`src/hdl/rgb_to_hsv_pixel_core_macros.svh`:
```
// assertion macros shared by the rgb to hsv pixel core
`ifndef RGB_TO_HSV_PIXEL_CORE_MACROS_SVH
`define RGB_TO_HSV_PIXEL_CORE_MACROS_SVH

`ifndef SYNTHESIS

// property checked on every clock edge outside reset
`define RTH_ASSERT(lbl, prop) \
	lbl: assert property (@(posedge clk) disable iff (!arst_n) prop) \
		else $error("rgb_to_hsv_pixel_core: check failed");

// consequent checked in the cycle after the antecedent
`define RTH_ASSERT_NEXT(lbl, ante, cons) \
	lbl: assert property (@(posedge clk) disable iff (!arst_n) (ante) |=> (cons)) \
		else $error("rgb_to_hsv_pixel_core: check failed");

`else

`define RTH_ASSERT(lbl, prop)
`define RTH_ASSERT_NEXT(lbl, ante, cons)

`endif

`endif

```
`src/hdl/rth_pkg.sv`:
```
// types and constants of the rgb to hsv pixel core
package rth_pkg;

	// input pixel request
	typedef struct packed {
		logic [7:0] blue;
		logic [7:0] green;
		logic [7:0] red;
	} pix_t;

	// converted pixel request
	typedef struct packed {
		logic [7:0] hue_half_degrees;
		logic [7:0] saturation;
		logic [7:0] brightness;
	} hsv_t;

	// hue sector bases in half degrees
	localparam logic [7:0] HUE_BASE_RED   = 8'd0;
	localparam logic [7:0] HUE_BASE_GREEN = 8'd60;
	localparam logic [7:0] HUE_BASE_BLUE  = 8'd120;
	localparam logic [7:0] HUE_BASE_WRAP  = 8'd180;

	// divider shapes: 255*chroma/max and 30*diff/chroma
	localparam int SAT_NUM_W = 16;
	localparam int SAT_QUO_W = 8;
	localparam int HUE_NUM_W = 13;
	localparam int HUE_QUO_W = 5;

	// default number of divider pipeline stages
	localparam int RTH_DIV_STAGES = 4;

	// per-pixel data that rides alongside the dividers
	typedef struct packed {
		logic [7:0] brightness;
		logic [7:0] base;
		logic       neg;
		logic       gray;
		logic       black;
	} side_t;

endpackage

```
`src/hdl/rth_div_pipe.sv`:
```
// pipelined restoring divider, ceil(QUO_W/STAGES) quotient bits per stage
module rth_div_pipe import rth_pkg::*; #(
	parameter int NUM_W  = SAT_NUM_W,
	parameter int DEN_W  = 8,
	parameter int QUO_W  = SAT_QUO_W,
	parameter int STAGES = RTH_DIV_STAGES
) (
	input  logic              clk,
	input  logic [STAGES-1:0] en,
	input  logic [NUM_W-1:0]  num,
	input  logic [DEN_W-1:0]  den,
	output logic [QUO_W-1:0]  quo,
	output logic              rem_nz
);

	// quotient bits resolved per stage
	localparam int STEP_N = (QUO_W + STAGES - 1) / STAGES;
	// room for the divisor shifted up by the top quotient bit
	localparam int WIDE_W = NUM_W + DEN_W;

	logic [NUM_W-1:0] rem_s [STAGES];
	logic [DEN_W-1:0] den_s [STAGES];
	logic [QUO_W-1:0] quo_s [STAGES];

	for (genvar s = 0; s < STAGES; s++) begin : g_stage
		logic [NUM_W-1:0]  rem_in;
		logic [DEN_W-1:0]  den_in;
		logic [QUO_W-1:0]  quo_in;
		logic [NUM_W-1:0]  rem_nx;
		logic [QUO_W-1:0]  quo_nx;
		logic [WIDE_W-1:0] dsh;

		// previous stage, or the request itself at the head
		if (s == 0) begin : g_head
			assign rem_in = num;
			assign den_in = den;
			assign quo_in = '0;
		end else begin : g_body
			assign rem_in = rem_s[s-1];
			assign den_in = den_s[s-1];
			assign quo_in = quo_s[s-1];
		end

		// compare and subtract, msb of quotient first
		always_comb begin
			rem_nx = rem_in;
			quo_nx = quo_in;
			dsh    = '0;
			for (int j = 0; j < STEP_N; j++) begin
				if (s * STEP_N + j < QUO_W) begin
					dsh = {{NUM_W{1'b0}}, den_in} << (QUO_W - 1 - (s * STEP_N + j));
					if ({{DEN_W{1'b0}}, rem_nx} >= dsh) begin
						rem_nx = rem_nx - dsh[NUM_W-1:0];
						quo_nx = quo_nx | (QUO_W'(1) << (QUO_W - 1 - (s * STEP_N + j)));
					end
				end
			end
		end

		// stage register
		always_ff @(posedge clk) begin
			if (en[s]) begin
				rem_s[s] <= rem_nx;
				den_s[s] <= den_in;
				quo_s[s] <= quo_nx;
			end
		end
	end

	assign quo    = quo_s[STAGES-1];
	assign rem_nz = |rem_s[STAGES-1];

endmodule

```
`src/hdl/rgb_to_hsv_pixel_core.sv`:
```
// rgb to hsv pixel converter, top level
//
//   channel | handshake              | payload
//   --------+------------------------+-------------------------------------
//   pix     | pix_valid / pix_ready  | pix_t: blue, green, red
//   hsv     | hsv_valid / hsv_ready  | hsv_t: hue_half_degrees, saturation,
//           |                        |        brightness
//
// one pixel per cycle sustained while hsv_ready stays high; stages are the min/max
// stage, numerator stage, the divider stages and the output register
// each stage has its own valid bit and takes a new request when it is empty or
// its successor moves, so bubbles close up and stalls lose nothing
// reset clears only the valid bits; no clearing pass is needed
`include "rgb_to_hsv_pixel_core_macros.svh"

module rgb_to_hsv_pixel_core import rth_pkg::*; #(
	parameter int DIV_STAGES = RTH_DIV_STAGES
) (
	input  logic clk,
	input  logic arst_n,
	input  logic pix_valid,
	output logic pix_ready,
	input  pix_t pix,
	output logic hsv_valid,
	input  logic hsv_ready,
	output hsv_t hsv
);

	// min/max stage, numerator stage, divider stages, output stage
	localparam int STG_N = DIV_STAGES + 3;

	logic [STG_N-1:0] vld_s;
	logic [STG_N:0]   rdy;

	// stage flow control
	always_comb begin
		rdy[STG_N] = hsv_ready;
		for (int k = STG_N - 1; k >= 0; k--) begin
			rdy[k] = !vld_s[k] || rdy[k+1];
		end
	end

	always_ff @(posedge clk or negedge arst_n) begin
		if (!arst_n) begin
			vld_s <= '0;
		end else begin
			for (int k = 0; k < STG_N; k++) begin
				if (rdy[k]) begin
					if (k == 0) begin
						vld_s[k] <= pix_valid;
					end else begin
						vld_s[k] <= vld_s[k-1];
					end
				end
			end
		end
	end

	assign pix_ready = rdy[0];
	assign hsv_valid = vld_s[STG_N-1];

	// stage 1: max, min, chroma and hue sector
	logic [7:0] mx;
	logic [7:0] mn;
	logic [7:0] dif;
	logic [7:0] base;
	logic       neg;

	always_comb begin
		mx = pix.red;
		mn = pix.red;
		if (pix.green > mx) mx = pix.green;
		if (pix.blue > mx) mx = pix.blue;
		if (pix.green < mn) mn = pix.green;
		if (pix.blue < mn) mn = pix.blue;
		if (mx == pix.red) begin
			neg  = pix.green < pix.blue;
			dif  = neg ? pix.blue - pix.green : pix.green - pix.blue;
			base = neg ? HUE_BASE_WRAP : HUE_BASE_RED;
		end else if (mx == pix.green) begin
			neg  = pix.blue < pix.red;
			dif  = neg ? pix.red - pix.blue : pix.blue - pix.red;
			base = HUE_BASE_GREEN;
		end else begin
			neg  = pix.red < pix.green;
			dif  = neg ? pix.green - pix.red : pix.red - pix.green;
			base = HUE_BASE_BLUE;
		end
	end

	logic [7:0] mx_s1;
	logic [7:0] c_s1;
	logic [7:0] dif_s1;
	logic [7:0] base_s1;
	logic       neg_s1;

	always_ff @(posedge clk) begin
		if (rdy[0]) begin
			mx_s1   <= mx;
			c_s1    <= mx - mn;
			dif_s1  <= dif;
			base_s1 <= base;
			neg_s1  <= neg;
		end
	end

	// stage 2: divider numerators 255*chroma and 30*diff
	logic [SAT_NUM_W-1:0] sat_num_s2;
	logic [HUE_NUM_W-1:0] hue_num_s2;
	logic [7:0]           mx_s2;
	logic [7:0]           c_s2;
	side_t                side_s2;

	always_ff @(posedge clk) begin
		if (rdy[1]) begin
			sat_num_s2 <= {c_s1, 8'h00} - {8'h00, c_s1};
			hue_num_s2 <= ({5'd0, dif_s1} << 5) - ({5'd0, dif_s1} << 1);
			mx_s2      <= mx_s1;
			c_s2       <= c_s1;
			side_s2    <= '{brightness: mx_s1, base: base_s1, neg: neg_s1,
				gray: (c_s1 == 8'd0), black: (mx_s1 == 8'd0)};
		end
	end

	// divider stages
	logic [SAT_QUO_W-1:0] sat_quo;
	logic [HUE_QUO_W-1:0] hue_quo;
	logic                 sat_nz;
	logic                 hue_nz;

	rth_div_pipe #(
		.NUM_W  (SAT_NUM_W),
		.DEN_W  (8),
		.QUO_W  (SAT_QUO_W),
		.STAGES (DIV_STAGES)
	) u_sat_div (
		.clk    (clk),
		.en     (rdy[2 +: DIV_STAGES]),
		.num    (sat_num_s2),
		.den    (mx_s2),
		.quo    (sat_quo),
		.rem_nz (sat_nz)
	);

	rth_div_pipe #(
		.NUM_W  (HUE_NUM_W),
		.DEN_W  (8),
		.QUO_W  (HUE_QUO_W),
		.STAGES (DIV_STAGES)
	) u_hue_div (
		.clk    (clk),
		.en     (rdy[2 +: DIV_STAGES]),
		.num    (hue_num_s2),
		.den    (c_s2),
		.quo    (hue_quo),
		.rem_nz (hue_nz)
	);

	// side data follows the divider stages
	side_t side_sd [DIV_STAGES];

	always_ff @(posedge clk) begin
		for (int k = 0; k < DIV_STAGES; k++) begin
			if (rdy[2+k]) begin
				if (k == 0) begin
					side_sd[k] <= side_s2;
				end else begin
					side_sd[k] <= side_sd[k-1];
				end
			end
		end
	end

	// output stage: apply sector base, round negative offsets up, zero hue for gray and saturation for black
	side_t      side_last;
	logic [7:0] hue_off;
	hsv_t       hsv_nx;
	hsv_t       hsv_so;

	assign side_last = side_sd[DIV_STAGES-1];
	assign hue_off   = {3'd0, hue_quo};

	always_comb begin
		hsv_nx.brightness = side_last.brightness;
		hsv_nx.saturation = side_last.black ? 8'd0 : sat_quo;
		if (side_last.gray) begin
			hsv_nx.hue_half_degrees = 8'd0;
		end else if (side_last.neg) begin
			hsv_nx.hue_half_degrees = side_last.base - hue_off - {7'd0, hue_nz};
		end else begin
			hsv_nx.hue_half_degrees = side_last.base + hue_off;
		end
	end

	always_ff @(posedge clk) begin
		if (rdy[STG_N-1]) begin
			hsv_so <= hsv_nx;
		end
	end

	assign hsv = hsv_so;

	// checks
	`RTH_ASSERT(a_hue_range, hsv_valid |-> (hsv.hue_half_degrees < 8'd180))
	`RTH_ASSERT(a_gray_hue, (hsv_valid && hsv.saturation == 8'd0) |-> (hsv.hue_half_degrees == 8'd0))
	`RTH_ASSERT(a_black_sat, (hsv_valid && hsv.brightness == 8'd0) |-> (hsv.saturation == 8'd0))
	`RTH_ASSERT(a_gray_sat_exact, (vld_s[STG_N-2] && side_last.gray) |-> !sat_nz)
	`RTH_ASSERT_NEXT(a_s1_hold, vld_s[0] && !rdy[0], vld_s[0])
	`RTH_ASSERT_NEXT(a_out_load, vld_s[STG_N-2] && rdy[STG_N-1], hsv_valid)

endmodule

```
`config.mk`:
```
export PLATFORM = sky130hd
export DESIGN_NAME = rgb_to_hsv_pixel_core
export DESIGN_NICKNAME = d
export VERILOG_FILES = /design/src/hdl/rth_pkg.sv /design/src/hdl/rth_div_pipe.sv /design/src/hdl/rgb_to_hsv_pixel_core.sv
export VERILOG_INCLUDE_DIRS = /design/src /design/src/hdl
export SDC_FILE = /design/constraint.sdc
export NUM_CORES = 1
export LEC_CHECK = 0
export ABC_AREA = 1
export ABC_CLOCK_PERIOD_IN_PS = 20700
export BUFFER_PORTS_ARGS = -buffer_cell sky130_fd_sc_hd__buf_2
export CORE_ASPECT_RATIO = 0.8
export CORE_MARGIN = 8
export CORE_UTILIZATION = 65
export DETAILED_ROUTE_END_ITERATION = 7
export PLACE_DENSITY = 0.9
export SLEW_MARGIN = 20
export SYNTH_ARGS = -nofsm -noshare
export SYNTH_HDL_FRONTEND = slang
export SYNTH_SLANG_ARGS = --single-unit
```
`constraint.sdc`:
```
create_clock -name clk -period 20.7 [get_ports clk]
set_input_delay 2.07 -clock clk [delete_from_list [all_inputs] [get_ports clk]]
set_output_delay 2.07 -clock clk [all_outputs]
set_load 0.02 [all_outputs]
```
==> flow_metrics.tcl, run 1 <==
set metrics [dict create \
    routed_wl_um 49800 \
    ys_ff_latch 324 \
    synthCells 2176 \
    timing.fmax_mhz 121 \
    setup_ws_ps 12430 \
    syn_area_um2 20400 \
    ctsHoldBuffers 0 \
    initial_utilization 0.655 \
    crit_path_start_kind "primary input" \
    die_h_um 175 \
    endpoint "pix_ready" \
    grt_use_total 0.260 \
    grt_pass1_wl_um 79900 \
    first_global_vias 15900 \
    final_common_cell "nand2_1" \
    drcViolationCount 0 \
    critPathSlowestCell "inv_1" \
    fin_nets 2473 \
    drt-vias-per-instance 5.97 \
    rows 58 \
    path_cells "buf_2, nor2_1, inv_1, nor2_1, inv_1, buf_4, nor2_1, inv_2, nor2_1, inv_2, buf_4, nor2_1, clkinv_2, nor2_1, nand2_1, buf_4, buf_2" \
    finalSetupViolCount 0 \
    synth_cell_type_count 57 \
    yosysSeqAreaShare 0.475 \
    min_path_cells 0 \
    postCtsResizedCells 0 \
    worstMarginPinSlew_ps 1060 \
    vias 16000 \
    slew_viol_final 0 \
    status "complete, no violations" \
    required_ps 18630 \
    timing.final.crit_share 0.400 \
    drive_above_1_share 0.0733 \
    fin_setup_tns_ps 0 \
    root_buffer "clkbuf_16" \
    path_class "in2out" \
    rr_worst_depth 19 \
    grt_overflow 0 \
    pre_cts_ws_ps 12300 \
    wl_per_cell_um 18.5 \
    antenna_found_initial 1 \
    drt-pass1-iter-count 6 \
    cts_buffers 31 \
    r2r_start "u_hue_div.den_s[0][4]" \
    final_cell_mix "431 x nand2_1, 317 x edfxtp_1, 300 x inv_1" \
    hold_class "reg2reg" \
    async_flop_share 0.0216 \
    postCtsSetupBuffers 0 \
    cp-end-kind "output port" \
    cts_max_level 1 \
    cts_sinks 324 \
    min_period_ps 8270 \
    ios 54 \
    rr_endpoint "u_hue_div.rem_s[1][8]" \
    clk_pin_slew_ps 70 \
    drv_cap 0 \
    syn_avg_cell_area_um2 9.39 \
    ant_nets 0 \
    yosysWarnings 0 \
    dieArea_um2 37400 \
    crit_path_max_fanout 61 \
    reg2reg_slack_ps 15060 \
    rsz0062_at_grt "false" \
    area_growth_pct 8.89 \
    first_iter_violations 1624 \
    gp_congestion 1.01 \
    coreArea_um2 31200 \
    synth_edf_count 317 \
    clock_path_buffers 3 \
    io_buffers 53 \
    clk_latency_ps 590 \
    grt_max_degree 62 \
    cts_tree "yes" \
    synthFlopType "edfxtp_1" \
    slew_headroom 0.289 \
    critical_path.startpoint "hsv_ready" \
    finalClockSkew_ps 34.8 \
    cp_slowest_stage_delay_ps 720 \
    critPathArrivalTime_ps 6200 \
    finalHoldViolCount 0 \
    place_hpwl_um 36600 \
    synth_nets 2409 \
    critPathMostFrequentCell "nor2_1" \
    die_w_um 214 \
]
[state kept, by name, indices dropped and copies added (netlist names)]
signal	flops
side_sd	40
u_sat_div.rem_s	46
side_s2	16
c_s1	8
base_s1	5
u_sat_div.den_s	24
dif_s1	8
sat_num_s2	16
c_s2	7
vld_s	7
neg_s1	1
u_hue_div.den_s	16
u_sat_div.quo_s	20
hue_num_s2	12
u_hue_div.quo_s	16
hsv	24
u_hue_div.rem_s	50
mx_s1	8
[per-stage QoR]
stage | instances | hold slack (ps) | utilization | instance area (µm²)
CTS | 2685 | 405 | 0.713 | 22200
floorplan | 2176 | 400 | - | 20400
detailed placement | 2627 | 405 | 0.676 | 21100
finish | 2686 | 403 | 0.713 | 22200
global route | 2685 | 422 | 0.713 | 22200
global placement | 2627 | 400 | 0.676 | 21100
[how the worst min path moves through the flow]
stage,from,end,slack [ps]
floorplan,side_sd[3][11],hsv[0],400
global placement,u_hue_div.quo_s[2][0],u_hue_div.quo_s[3][0],400
detailed placement,u_hue_div.rem_s[2][7],u_hue_div.rem_s[3][7],400
CTS,side_sd[1][1],side_sd[2][1],400
global route,side_sd[1][1],side_sd[2][1],420
finish,side_sd[1][1],side_sd[2][1],400
[Yosys cell counts (6+ instances only)]
cell | count | area share
nand3_1 | 116 | 0.028
o211ai_1 | 7 | 0.0026
nand3b_1 | 10 | 0.0037
o221ai_1 | 6 | 0.0026
or2_2 | 18 | 0.0055
dfrtp_1 | 7 | 0.0086
nand2_1 | 431 | 0.079
o21ai_0 | 168 | 0.041
a211oi_1 | 13 | 0.0048
o21a_1 | 7 | 0.0026
nor4_1 | 10 | 0.0031
o21bai_1 | 8 | 0.0029
ha_1 | 186 | 0.11
inv_1 | 304 | 0.056
nor2_1 | 152 | 0.028
a21oi_1 | 124 | 0.030
nor3_1 | 21 | 0.0051
clkbuf_1 | 13 | 0.0024
nand2_2 | 12 | 0.0037
nand4_1 | 15 | 0.0046
xor2_1 | 78 | 0.033
edfxtp_1 | 317 | 0.47
fa_1 | 19 | 0.019
and2_1 | 6 | 0.0018
xnor2_1 | 49 | 0.021
a21o_1 | 7 | 0.0026
[per-layer routing]
| metal | track usage | vias up | routed length (µm) |
|---|---|---|---|
| li1 | - | 7552 | - |
| met1 | 0.302 | 7454 | 19000 |
| met2 | 0.467 | 828 | 24800 |
| met3 | 0.0344 | 209 | 3340 |
| met4 | 0.137 | 0 | 2670 |
| met5 | 0 | - | 0 |
[final cells by class]
class / instances / area, µm²
diodes: 1 / 2.50
clock buffers: 32 / 779
flip-flops and latches: 324 / 9690
well taps: 420 / 526
clock inverters: 26 / 352
inverters: 310 / 1160
multi-input cells: 1516 / 9430
fillers: 2076 / 8960
repair buffers: 57 / 295
[cells by family (layout without fill, tap and decap cells)]
logic type / Yosys count / after routing / share of synthesized area
AO/OA/AOI/OAI: 365 / 365 / 0.0992
multiplexers: 6 / 6 / 0.00300
adder cells (fa/ha/maj): 205 / 205 / 0.133
buffers and inverters: 336 / 425 / 0.0639
AND/OR/NAND/NOR: 813 / 813 / 0.172
XOR/XNOR: 127 / 127 / 0.0544
other: 0 / 1 / 0
flip-flops: 324 / 324 / 0.475
[worst max-delay path, delay by kind of cell]
family,cells,cell delay (ps)
buffers and inverters,10,3350
and+or+nand+nor,7,750
Power of run 1 is left out: the tool's default activity adds up to more than one toggle a clock period on the data nets, which glitch-free logic cannot reach.
==> inputs of run 2 (changes only) <==
--- a/config.mk
+++ b/config.mk
@@ -7,13 +7,13 @@
 export NUM_CORES = 1
 export LEC_CHECK = 0
 export ABC_AREA = 1
-export ABC_CLOCK_PERIOD_IN_PS = 20700
+export ABC_CLOCK_PERIOD_IN_PS = 8010
 export BUFFER_PORTS_ARGS = -buffer_cell sky130_fd_sc_hd__buf_2
 export CORE_ASPECT_RATIO = 0.8
 export CORE_MARGIN = 8
-export CORE_UTILIZATION = 65
+export CORE_UTILIZATION = 64
 export DETAILED_ROUTE_END_ITERATION = 7
-export PLACE_DENSITY = 0.9
+export PLACE_DENSITY = 0.88
 export SLEW_MARGIN = 20
 export SYNTH_ARGS = -nofsm -noshare
 export SYNTH_HDL_FRONTEND = slang
==> constraint.sdc (replaced) <==
create_clock -name clk -period 8.01 [get_ports clk]
set_input_delay 0.801 -clock clk [delete_from_list [all_inputs] [get_ports clk]]
set_output_delay 0.801 -clock clk [all_outputs]
set_load 0.02 [all_outputs]
==> run 2 against run 1 <==
  * Non-clock buffer count is 1 higher
  * Final cell count hardly changed
  * Sequential share of layout area is 0.074 points higher
  * Cell area is 0.17% lower
  * Critical endpoint unchanged
==> flow_metrics.tcl, run 2 (synthesis results as in run 1) <==
set metrics [dict create \
    clk_pin_slew_ps 60 \
    postCtsSetupBuffers 0 \
    critical_path_depth 18 \
    path_class "reg2out" \
    crit_path_max_fanout 61 \
    place_hpwl_um 36800 \
    initial_utilization 0.650 \
    cp-end-kind "output port" \
    met1_length_um 20300 \
    cts_max_level 2 \
    regMostFlops "u_hue_div.rem_s" \
    crit_path_start_kind "flop" \
    wl_met2_um 24000 \
    vias 16000 \
    antenna_cells 0 \
    final_util 0.707 \
    hold_class "in2async" \
    final_common_cell "nand2_1" \
    fin_nets 2477 \
    largestRegisters "u_hue_div.rem_s: 50 flops, u_sat_div.rem_s: 46 flops, side_sd: 40 flops" \
    rsz0062_at_grt "false" \
    fin_setup_tns_ps 0 \
    drive_above_1_share 0.0710 \
    required_ps 7210 \
    wl_met3_um 3760 \
    critPathArrivalTime_ps 5010 \
    dieArea_um2 37900 \
    cp_slowest_stage_delay_ps 770 \
    coreArea_um2 31400 \
    wl_per_cell_um 18.5 \
    postCtsResizedCells 0 \
    drv_cap 0 \
    drt-pass1-iter-count 8 \
    ctsHoldBuffers 0 \
    slew_headroom 0.279 \
    slew_viol_final 0 \
    first_global_vias 15900 \
    routed.top_layer "met4" \
    crit_buf_inv 11 \
    largest_reg_flops 50 \
    clock_path_buffers 3 \
    cts_tree "yes" \
    cts_sinks 324 \
    rr_worst_depth 20 \
    grt_max_degree 62 \
    io_buffers 53 \
    die_h_um 176 \
    first_iter_violations 1672 \
    critPathSlowestCell "inv_1" \
    cts_buffers 34 \
    root_buffer "clkbuf_16" \
    timing.final.crit_share 0.725 \
    critPathMostFrequentCell "nor2_1" \
    gp_congestion 1.06 \
    ant_nets 0 \
    grt_use_total 0.257 \
    timing.fmax_mhz 172 \
    min_period_ps 5810 \
    path_cells "inv_1, nor2_1, inv_1, nor2_1, inv_1, buf_4, nor2_1, inv_2, nor2_1, inv_2, buf_4, nor2_1, inv_2, buf_4, nor2_1, nand2_1, buf_4, buf_2" \
    routed_wl_um 49700 \
    grt_pass1_wl_um 80000 \
    drcViolationCount 0 \
    finalClockSkew_ps 17.6 \
    ios 54 \
    final_cell_mix "431 x nand2_1, 317 x edfxtp_1, 300 x inv_1" \
    area_growth_pct 8.71 \
    status "complete, no violations" \
    rows 58 \
    worstMarginPinSlew_ps 1080 \
    antenna_found_initial 0 \
    drt-vias-per-instance 5.96 \
    critPathTopFamily "buffers and inverters" \
    finalHoldViolCount 0 \
    grt_overflow 0 \
    clk_latency_ps 530 \
    finalSetupViolCount 0 \
    die_w_um 216 \
    nFillCells 2171 \
]
## run 2: path summary, 6_finish.rpt
check,start,end,slack (ps)
worst max register to register,u_hue_div.den_s[0][4],u_hue_div.rem_s[1][1],2240
worst min register to register,side_sd[2][8],side_sd[3][8],420
min in group clk,side_sd[2][8],side_sd[3][8],420
worst max-delay path,vld_s[6],pix_ready,2200
worst min-delay path,arst_n,vld_s[5],120
max in group asynchronous,arst_n,vld_s[3],7710
## run 2: area by class of cell
type	count	area [µm²]	area share
repair buffers	58	303	0.0136
flip-flops and latches	324	9690	0.437
clock inverters	17	164	0.00738
well taps	420	526	0.0237
inverters	310	1160	0.0524
multi-input cells	1516	9430	0.425
clock buffers	43	926	0.0417
## run 2: routing by layer
metal  vias up  global-route usage
met4         0              0.0844
met1      7469               0.323
met5         -                   0
li1       7546                   -
met2       833               0.450
met3       174              0.0404
## run 2: through the flow
step	std cells	setup slack (ps)	area [µm²]	hold slack [ps]
after floorplan	2176	92.3	20400	400
after global routing	2688	1700	22200	129
after detailed placement	2628	2070	21100	405
after CTS	2688	2050	22200	120
final	2688	2200	22200	118
after global placement	2628	2300	21100	401
## run 2: worst reg2reg max path, stage by stage, from the launching register on
cell and delay [ps]:
edfxtp_1 420, inv_1 130, ha_1 320, a21oi_1 240, o21ai_0 110, a2111oi_0 400, nand3_1 380, inv_1 400
nand2_1 100, o21ai_0 180, ha_1 360, nand2_1 110, nor2_1 50, a211oi_1 350, nor2_1 110, a211o_1 280
a221oi_1 400, and3_1 260, nand2_1 90, nor2_2 570, o21ai_0 230
Power of run 2 is left out for the same reason.
==> inputs of run 3 (changes only) <==
--- a/config.mk
+++ b/config.mk
@@ -6,8 +6,8 @@
 export SDC_FILE = /design/constraint.sdc
 export NUM_CORES = 1
 export LEC_CHECK = 0
-export ABC_AREA = 1
-export ABC_CLOCK_PERIOD_IN_PS = 8010
+export ABC_AREA = 0
+export ABC_CLOCK_PERIOD_IN_PS = 5650
 export BUFFER_PORTS_ARGS = -buffer_cell sky130_fd_sc_hd__buf_2
 export CORE_ASPECT_RATIO = 0.8
 export CORE_MARGIN = 8
==> constraint.sdc (replaced) <==
create_clock -name clk -period 5.65 [get_ports clk]
set_input_delay 0.565 -clock clk [delete_from_list [all_inputs] [get_ports clk]]
set_output_delay 0.565 -clock clk [all_outputs]
set_load 0.02 [all_outputs]
==> run 3 against run 2 <==
  * Wire length fell by 0.88%
  * Cell area rose by 2.6%
  * Setup slack got worse by 2000 ps
  * Sequential share of layout area fell by 1.1 points
  * Area after synthesis rose by 0.48%
  * Critical endpoint is now u_hue_div.rem_s[1][12]
  * Clock skew rose by 0.67 ps
  * Highest routed layer is now met5
  * Utilization rose by 1.7 points
  * Largest cell class is now multi-input combinational cells
  * First-iteration DRC count rose by 0.54%
==> flow_metrics.tcl, run 3 <==
set metrics [dict create \
    async_flop_share 0.0216 \
    clk_pin_slew_ps 60 \
    die_w_um 216 \
    clk_latency_ps 580 \
    cp_slowest_stage_delay_ps 400 \
    final_common_cell "edfxtp_1" \
    rows 58 \
    largest_reg_flops 50 \
    synthTopCellsByCount "317 x edfxtp_1, 190 x inv_1, 186 x ha_1" \
    place_hpwl_um 37000 \
    cts_sinks 324 \
    coreArea_um2 31500 \
    first_iter_violations 1681 \
    synth_nets 2120 \
    timing.fmax_mhz 185 \
    final_cells 2459 \
    die_h_um 176 \
    cp-end-kind "flop" \
    cts_tree "yes" \
    critPathSlowestCell "edfxtp_1" \
    timing.final.crit_share 0.956 \
    worstMarginPinSlew_ps 981 \
    antenna_cells 0 \
    synthFlopType "edfxtp_1" \
    finalClockSkew_ps 18.2 \
    synth_cell_type_count 79 \
    vias 15200 \
    dp.cells 2395 \
    rsz0062_at_grt "false" \
    yosysWarnings 0 \
    fin_nets 2247 \
    ys_ff_latch 324 \
    drcViolationCount 0 \
    gp_congestion 0.975 \
    cts_buffers 31 \
    finalHoldViolCount 0 \
    drt-pass1-iter-count 8 \
    final_cell_mix "317 x edfxtp_1, 188 x inv_1, 186 x ha_1" \
    wl_per_cell_um 20.0 \
    hold_class "in2reg" \
    syn_avg_cell_area_um2 10.9 \
    syn_area_um2 20500 \
    initial_utilization 0.652 \
    critPathArrivalTime_ps 5720 \
    dieArea_um2 38100 \
    root_buffer "clkbuf_16" \
    slew_viol_final 0 \
    drive_above_1_share 0.130 \
    grt_use_total 0.253 \
    drt-vias-per-instance 6.18 \
    status "complete, no violations" \
    clock_path_buffers 3 \
    grt_pass1_wl_um 78800 \
    required_ps 5970 \
    critPathMostFrequentCell "o21ai_0" \
    slew_headroom 0.343 \
    r2r_start "u_hue_div.den_s[0][1]" \
    synth_top_area_frac 0.464 \
    cts_max_level 1 \
    synth_edf_count 317 \
    ant_nets 0 \
    area_growth_pct 11.0 \
    antenna_found_initial 1 \
    nFillCells 2004 \
    yosysTopAreaCell "edfxtp_1" \
    routed_wl_um 49300 \
    synthCells 1887 \
    synth_area_leaders "edfxtp_1 46%, ha_1 11%, inv_1 3.5%, xnor2_1 3.5%, o21ai_0 2.9%" \
    first_global_vias 15200 \
    crit_path_start_kind "flop" \
    finalSetupViolCount 0 \
    critical_path.startpoint "u_hue_div.den_s[0][1]" \
    drv_cap 0 \
    path_class "reg2reg" \
    io_buffers 53 \
    grt_overflow 0 \
    hold_start "pix_valid" \
    min_period_ps 5400 \
    crit_path_max_fanout 12 \
    largestRegisters "u_hue_div.rem_s: 50 flops, u_sat_div.rem_s: 46 flops, side_sd: 40 flops" \
    yosysSeqAreaShare 0.472 \
    regMostFlops "u_hue_div.rem_s" \
    synth.most_common_cell "edfxtp_1" \
    grt_max_degree 60 \
    ios 54 \
]
-- run 3: cell types whose count changed after synthesis, moves of 21 or more --
| cell | delta |
|---|---|
| a21o_1 | +21 |
| a21oi_1 | -23 |
| inv_1 | -114 |
| mux2_2 | +49 |
| mux2i_1 | +43 |
| nand2_1 | -302 |
| nand2b_1 | +44 |
| nand3_1 | -108 |
| nand4_1 | +21 |
| nor2b_1 | +49 |
| o21ai_0 | -48 |
| xnor2_1 | +32 |
| xor2_1 | -35 |
-- run 3: what timing repair did --
item | in CTS | in global routing
hold endpoints to repair | 7 | 0
gates resized for setup | 3 | 19
setup buffers | 0 | 5
cloned | 0 | 0
pin swaps | 0 | 2
setup endpoints to repair | 12 | 46
hold buffers | 1 | 0
-- run 3: routing by layer --
| metal | part of all wire | up-vias | track usage |
|---|---|---|---|
| li1 | - | 7063 | - |
| met1 | 0.41 | 7188 | 0.330 |
| met2 | 0.47 | 810 | 0.430 |
| met3 | 0.085 | 139 | 0.0428 |
| met4 | 0.031 | 2 | 0.0824 |
| met5 | 0.00024 | - | 0 |
-- run 3: worst max-delay path: cells and delay by family, from the launching register on --
| family | cells | cell delay, ps |
|---|---|---|
| buf+inv | 3 | 460 |
| simple gates | 7 | 910 |
| flops | 1 | 400 |
| xor+xnor | 1 | 180 |
| fa+ha+maj | 2 | 580 |
| compound gates | 12 | 2210 |
| mux | 1 | 400 |
-- run 3: stage by stage --
step | TNS [ps] | worst slack, ps | instance area [µm²] | util | hold WS [ps]
2_1_floorplan | 0 | 121 | 20500 | - | 269
3_3_place_gp | 0 | 119 | 21700 | 0.689 | 400
3_5_place_dp | -85.5 | -32.6 | 21700 | 0.689 | 405
4_1_cts | 0 | 17.4 | 22700 | 0.722 | 250
5_1_grt | 0 | 1.12 | 22800 | 0.724 | 253
6_report | 0 | 250 | 22800 | 0.724 | 255
-- run 3: worst paths after layout --
path                                          endpoint  slack, ps  depth (start not counted)
min in group asynchronous                     vld_s[4]        370                          2
worst min-delay path                          vld_s[0]        260                          2
worst max register to register  u_hue_div.rem_s[1][12]        250                         26
worst min register to register           side_sd[3][5]        410                          0
max in group asynchronous                     vld_s[0]       5060                          2
worst max-delay path            u_hue_div.rem_s[1][12]        250                         26
-- run 3: cell families after synthesis --
family / count (synthesis) / share of synthesized area
mux: 102 / 0.0535
fa+ha+maj: 208 / 0.133
flops: 324 / 0.472
xor+xnor: 124 / 0.0529
compound gates: 381 / 0.115
buf+inv: 222 / 0.0422
simple gates: 526 / 0.131
-- run 3: layout make-up --
| class | instances | area, µm² | area share |
|---|---|---|---|
| multi-input combinational | 1341 | 10000 | 0.439 |
| sequential | 324 | 9690 | 0.425 |
| clock buffer | 44 | 865 | 0.0379 |
| timing repair buffer | 126 | 816 | 0.0358 |
| inverter | 190 | 714 | 0.0313 |
| tap | 420 | 526 | 0.0231 |
| clock inverter | 14 | 170 | 0.00746 |
Power of run 3 is left out for the same reason.
